===== src/rtl/glfsr_pkg.sv =====
// ----------------------------------------------------------------------------
// glfsr_pkg
// Shared types, constants and the tap table for the selectable-width Galois
// LFSR.
// ----------------------------------------------------------------------------
package glfsr_pkg;

    // Register geometry
    localparam int MAX_WIDTH = 30;
    localparam int MIN_WIDTH = 3;
    localparam int CFG_W     = 5;
    localparam int RESET_WIDTH = 8;

    typedef logic [MAX_WIDTH-1:0] word_t;
    typedef logic [CFG_W-1:0]     width_t;

    // Item operations
    typedef enum logic [0:0] {
        OP_STEP = 1'b0,
        OP_LOAD = 1'b1
    } op_t;

    // One input item as held in the input register
    typedef struct packed {
        op_t   operation;
        word_t seed_value;
    } item_t;

    // Feedback taps per width (bit numbers of the inverted positions); width 16 has no entry and gets no taps
    function automatic word_t tap_mask(input width_t w);
        word_t m;
        begin
            case (w)
                5'd3:    m = 30'h0000_0004;
                5'd4:    m = 30'h0000_0008;
                5'd5:    m = 30'h0000_0008;
                5'd6:    m = 30'h0000_0020;
                5'd7:    m = 30'h0000_0040;
                5'd8:    m = 30'h0000_008C;
                5'd9:    m = 30'h0000_0020;
                5'd10:   m = 30'h0000_0080;
                5'd11:   m = 30'h0000_0200;
                5'd12:   m = 30'h0000_0320;
                5'd13:   m = 30'h0000_1600;
                5'd14:   m = 30'h0000_200C;
                5'd15:   m = 30'h0000_4000;
                5'd17:   m = 30'h0000_4000;
                5'd18:   m = 30'h0000_0800;
                5'd19:   m = 30'h0004_6000;
                5'd20:   m = 30'h0002_0000;
                5'd21:   m = 30'h0008_0000;
                5'd22:   m = 30'h0020_0000;
                5'd23:   m = 30'h0004_0000;
                5'd24:   m = 30'h00B0_0000;
                5'd25:   m = 30'h0040_0000;
                5'd26:   m = 30'h020C_0000;
                5'd27:   m = 30'h0418_0000;
                5'd28:   m = 30'h0200_0000;
                5'd29:   m = 30'h0800_0000;
                5'd30:   m = 30'h2000_C000;
                default: m = '0;
            endcase
            return m;
        end
    endfunction

endpackage


===== src/rtl/glfsr_step.sv =====
// ----------------------------------------------------------------------------
// glfsr_step
// Next-state logic: one Galois step or a masked seed load, within the
// configured width.
// ----------------------------------------------------------------------------
module glfsr_step (
    input  glfsr_pkg::item_t  item,
    input  glfsr_pkg::word_t  state_cur,
    input  glfsr_pkg::width_t width_cfg,
    output glfsr_pkg::word_t  state_nxt
);

    glfsr_pkg::width_t w_used;
    glfsr_pkg::width_t top_pos;
    glfsr_pkg::word_t  mask;
    glfsr_pkg::word_t  x_in;
    glfsr_pkg::word_t  x_fb;
    glfsr_pkg::word_t  x_rot;
    logic              low_bit;

    // Width in use, saturated to the supported range
    always_comb
    begin
        if (width_cfg < glfsr_pkg::width_t'(glfsr_pkg::MIN_WIDTH))
            w_used = glfsr_pkg::width_t'(glfsr_pkg::MIN_WIDTH);
        else if (width_cfg > glfsr_pkg::width_t'(glfsr_pkg::MAX_WIDTH))
            w_used = glfsr_pkg::width_t'(glfsr_pkg::MAX_WIDTH);
        else
            w_used = width_cfg;
    end

    // Mask of the bits in use; shifting by the full width gives all ones
    assign mask    = ~({glfsr_pkg::MAX_WIDTH{1'b1}} << w_used);
    assign top_pos = w_used - glfsr_pkg::width_t'(1);

    // Feedback: invert taps when bit 0 is set, then rotate right in width
    assign x_in    = state_cur & mask;
    assign low_bit = x_in[0];
    assign x_fb    = low_bit ? (x_in ^ (glfsr_pkg::tap_mask(w_used) & mask)) : x_in;
    assign x_rot   = ((x_fb >> 1) | (glfsr_pkg::word_t'(low_bit) << top_pos)) & mask;

    // Load or step
    always_comb
    begin
        case (item.operation)
            glfsr_pkg::OP_LOAD: state_nxt = item.seed_value & mask;
            default:            state_nxt = x_rot;
        endcase
    end

endmodule


===== src/rtl/galois_lfsr_selectable_width_top.sv =====
// Pipeline: an input transfer passes the input register, then the state and
// result registers.
// Throughput: one item per cycle while the output is not stalled; the state
// feedback loop is a single registered pass through the step logic.
// Reset: state word 1, width 8, both pipeline stages empty.
// ----------------------------------------------------------------------------
// galois_lfsr_selectable_width_top
// Galois LFSR of configurable width (3 to 30 bits) with step and load items.
// ----------------------------------------------------------------------------
module galois_lfsr_selectable_width_top (
    input  logic                     clk,
    input  logic                     rst_n,
    input  logic                     cfg_wr_en,
    input  glfsr_pkg::width_t        cfg_wr_data,
    input  logic                     in_valid,
    output logic                     in_ready,
    input  logic                     operation,
    input  logic [29:0]              seed_value,
    output logic                     out_valid,
    input  logic                     out_ready,
    output logic [29:0]              state_value
);

    glfsr_pkg::width_t width_reg;
    glfsr_pkg::item_t  item_reg;
    logic              item_valid_reg;
    glfsr_pkg::word_t  state_reg;
    glfsr_pkg::word_t  state_next;
    glfsr_pkg::word_t  result_reg;
    logic              out_valid_reg;
    logic              advance;
    logic              in_xfer;

    // Pipeline control
    assign advance  = !out_valid_reg || out_ready;
    assign in_ready = !item_valid_reg || advance;
    assign in_xfer  = in_valid && in_ready;

    // Width register
    always_ff @(posedge clk or negedge rst_n)
    begin
        if (!rst_n)
            width_reg <= glfsr_pkg::width_t'(glfsr_pkg::RESET_WIDTH);
        else if (cfg_wr_en)
            width_reg <= cfg_wr_data;
    end

    // Input register
    always_ff @(posedge clk or negedge rst_n)
    begin
        if (!rst_n)
            item_valid_reg <= 1'b0;
        else if (in_ready)
            item_valid_reg <= in_valid;
    end

    always_ff @(posedge clk)
    begin
        if (in_xfer)
        begin
            item_reg.operation  <= glfsr_pkg::op_t'(operation);
            item_reg.seed_value <= seed_value;
        end
    end

    // Step logic
    glfsr_step u_step (
        .item      (item_reg),
        .state_cur (state_reg),
        .width_cfg (width_reg),
        .state_nxt (state_next)
    );

    // State and result registers
    always_ff @(posedge clk or negedge rst_n)
    begin
        if (!rst_n)
        begin
            state_reg     <= glfsr_pkg::word_t'(1);
            out_valid_reg <= 1'b0;
        end
        else if (advance)
        begin
            out_valid_reg <= item_valid_reg;
            if (item_valid_reg)
                state_reg <= state_next;
        end
    end

    always_ff @(posedge clk)
    begin
        if (advance && item_valid_reg)
            result_reg <= state_next;
    end

    assign out_valid   = out_valid_reg;
    assign state_value = result_reg;

endmodule


===== config.mk =====
export PLATFORM = sky130hd
export DESIGN_NAME = galois_lfsr_selectable_width_top
export DESIGN_NICKNAME = d
export VERILOG_FILES = /design/src/rtl/glfsr_pkg.sv /design/src/rtl/glfsr_step.sv /design/src/rtl/galois_lfsr_selectable_width_top.sv
export SDC_FILE = /design/constraint.sdc
export NUM_CORES = 1
export LEC_CHECK = 0
export BUFFER_PORTS_ARGS = -buffer_cell sky130_fd_sc_hd__buf_2
export CELL_PAD_IN_SITES_DETAIL_PLACEMENT = 1
export CELL_PAD_IN_SITES_GLOBAL_PLACEMENT = 2
export CORE_ASPECT_RATIO = 0.8
export CORE_MARGIN = 8
export CORE_UTILIZATION = 41
export CTS_BUF_LIST = sky130_fd_sc_hd__clkbuf_16
export CTS_CLUSTER_DIAMETER = 30
export DETAILED_ROUTE_END_ITERATION = 12
export HOLD_SLACK_MARGIN = 0.15
export PLACE_DENSITY_LB_ADDON = 0.25
export SETUP_SLACK_MARGIN = 0.3
export SYNTH_ARGS = -nofsm -noshare
export SYNTH_HDL_FRONTEND = slang
export SYNTH_SLANG_ARGS = --single-unit
export TNS_END_PERCENT = 100

===== constraint.sdc =====
create_clock -name clk -period 4.7 [get_ports clk]
set_clock_uncertainty 0.2 [all_clocks]
set_input_delay 0.235 -clock clk [delete_from_list [all_inputs] [get_ports clk]]
set_output_delay 0.235 -clock clk [all_outputs]
set_load 0.005 [all_outputs]

==> results.txt <==
final worst setup slack = 0.907 ns
fin area = 6750 um^2
placed cell areas = 5990 um^2
share of layout cells above drive strength 1 = 0.251
pre-CTS setup slack = 0.965 ns
critical path class = flop to flop
hpwl dp = 11,900 um
Seq cells post-synth = 98
drt pass-1 iters = 5
IO buf count = 72
Reg2Reg Depth = 9
CP endpoint kind = flop
synthesized cell area = 5540 um^2
Clock Path Buffers = 2
GRT overflow = 0
Post-Synthesis Cells = 503
initial antenna violation count = 0
Critical R2R Launch = width_reg[2]$_DFFE_PN0P_
CP required = 4.60 ns
pwr dens = 364 nW/um^2
post-route ant nets = 0
Final min period = 3.79 ns
most frequent cells in the layout = buf_2, edfxtp_1, nand2_1, dlygate4sd3_1, dfrtp_1
register area share after synthesis = 0.498
routed len/inst = 23.2 um
min-delay worst type = flop to flop
Largest register FFs = 31
largest net degree at the start of global routing = 59
nets = 651
DRC = 0
HP Start = state_reg[2]$_DFFE_PN0P_
RSZ-0062 raised after global routing = no
synth unique cells = 78
Hold Vio Cnt, Final = 0
H-tree depth = 3
worst-path maximum fanout = 33
Post-synth top flop = edfxtp_1
first-pass GRT wire length = 29,000 um
hold path endpoint = state_reg[2]$_DFFE_PN0P_
Synth Warn # = 0
Initial Util = 0.415
Crit path top cell by count = nor2_1
overall power = 2.46 mW
Root Driver = clkbuf_16
critical path arrival = 3.69 ns
gr usage total = 0.212
TNS Setup = 0 ns
die area = 17,500 um^2
worst flop-to-flop path endpoint = state_value[2]$_DFFE_PP_
die width = 146 um
CP peak stage delay = 0.80 ns
WHS Path Cells = 2
Rows = 38
ANT cells = 0
Ports = 73
Num Clock Sinks = 98
Via density = 5.93
routability cong. = 0.857
final WL = 18,300 um
Cell Chain, Critical Path = nor3_1 -> buf_4 -> nor2_1 -> ha_1 -> nor3b_1 -> o21ai_2 -> a21boi_2 -> a2111oi_1 -> nor2_1
Mean Syn Cell Area = 11.0 um^2
syn nets = 549
Area Growth Syn to Fin = 21.8%
max frequency = 264 MHz
CTS tree = built
DR iter-0 viols = 382
highest-delay cell along the critical path = dfrtp_2
Placeable Area = 13,400 um^2
Leakage = 2.58 nW
vias in the first global route = 4,979
R2R Setup Slk = 0.91 ns
Die Ht = 120 um
Worst Tran Pin Value = 0.988 ns
DR vias = 4,687
count of pins over their slew limit = 0
Worst-Skew Late Latency = 0.36 ns
Setup violations, final = 0
VDD IR max = 0.000227 V
Max-cap violations = 0
asr flop ratio synth = 0.378
CTS Buf Count = 9
status = complete, no violations
commonest non-fill, non-tap cell in the layout = buf_2
crit start category = flop
final hold slack = 0.292 ns
slew margin rel. = 0.341
Tcrit/Tclk final = 0.807
EDFF count, synth = 61
Worst-path clk slew = 0.07 ns
## area by class of cell
type | instances | area (um^2)
inverter | 9 | 33.8
fill | 1452 | 6610
tap | 180 | 225
clock inverter | 7 | 61.3
timing repair buffer | 134 | 943
multi-input combinational | 353 | 2500
sequential | 98 | 2760
clock buffer | 9 | 225
## what timing repair did
action / CTS / global route
endpoints found under the hold margin: 73 / 0
setup buffers: 0 / 0
hold buffers: 47 / 0
resized for setup: 0 / 0
## through the flow
step,std cells,utilization
floorplan,503,-
global placement,727,0.448
detailed placement,727,0.448
CTS,790,0.505
global route,790,0.505
finish,790,0.505
## metal layers
layer  global-route usage  part of all wire  vias to the layer above
li1                     -                 -                     2122
met1                0.269              0.45                     2415
met2                0.355              0.49                      126
met3               0.0470             0.049                       24
met4               0.0674             0.017                        0
met5                    0                 0                        -
## cells by family (layout without fill, tap and decap cells)
family                     Yosys count  in the layout  synth area share
and+or+nand+nor                    176            176             0.184
AOI/OAI and AO/OA                  133            133             0.181
DFF                                 98             98             0.498
buffers and inverters               52            159            0.0512
muxes                               32             32            0.0634
xor gates and xnor gates             7              7            0.0111
adders and majority gates            5              5            0.0113
## worst max-delay path, delay by kind of cell (launching register included)
kind	cells	cell delay [ns]
simple gates	4	0.80
compound gates	3	1.00
flops	1	0.80
buf+inv	1	0.19
fa+ha+maj	1	0.53
## cell usage after synthesis, types with 11 or more instances
| cell type | instances | area [um^2] |
|---|---|---|
| nand2_1 | 47 | 176 |
| buf_2 | 11 | 55.1 |
| o31ai_1 | 11 | 82.6 |
| a31oi_1 | 15 | 93.8 |
| nand3_1 | 11 | 55.1 |
| a21oi_1 | 21 | 105 |
| clkbuf_1 | 18 | 67.6 |
| dfrtp_1 | 35 | 876 |
| edfxtp_1 | 61 | 1830 |
| mux2_2 | 21 | 236 |
| nor2_1 | 26 | 97.6 |
| o21ai_0 | 23 | 115 |
| nand4_1 | 14 | 87.6 |
## how the worst max path moves through the flow
stage,start,to,cells after the start
detailed placement,width_reg[2]$_DFFE_PN0P_,state_value[2]$_DFFE_PP_,9
finish,width_reg[2]$_DFFE_PN0P_,state_value[2]$_DFFE_PP_,9
floorplan,width_reg[3]$_DFFE_PN1P_,state_value[13]$_DFFE_PP_,12
global placement,width_reg[2]$_DFFE_PN0P_,state_value[2]$_DFFE_PP_,9
CTS,width_reg[2]$_DFFE_PN0P_,state_value[2]$_DFFE_PP_,9
global route,width_reg[2]$_DFFE_PN0P_,state_value[2]$_DFFE_PP_,9
## power breakdown
group          total [mW]  switching (mW)  leakage [nW]  internal [mW]
sequential           1.10          0.0794          1.07           1.02
clock               0.729           0.361         0.134          0.368
combinational       0.630           0.388          1.38          0.241
(Power assumes the default switching activity.)
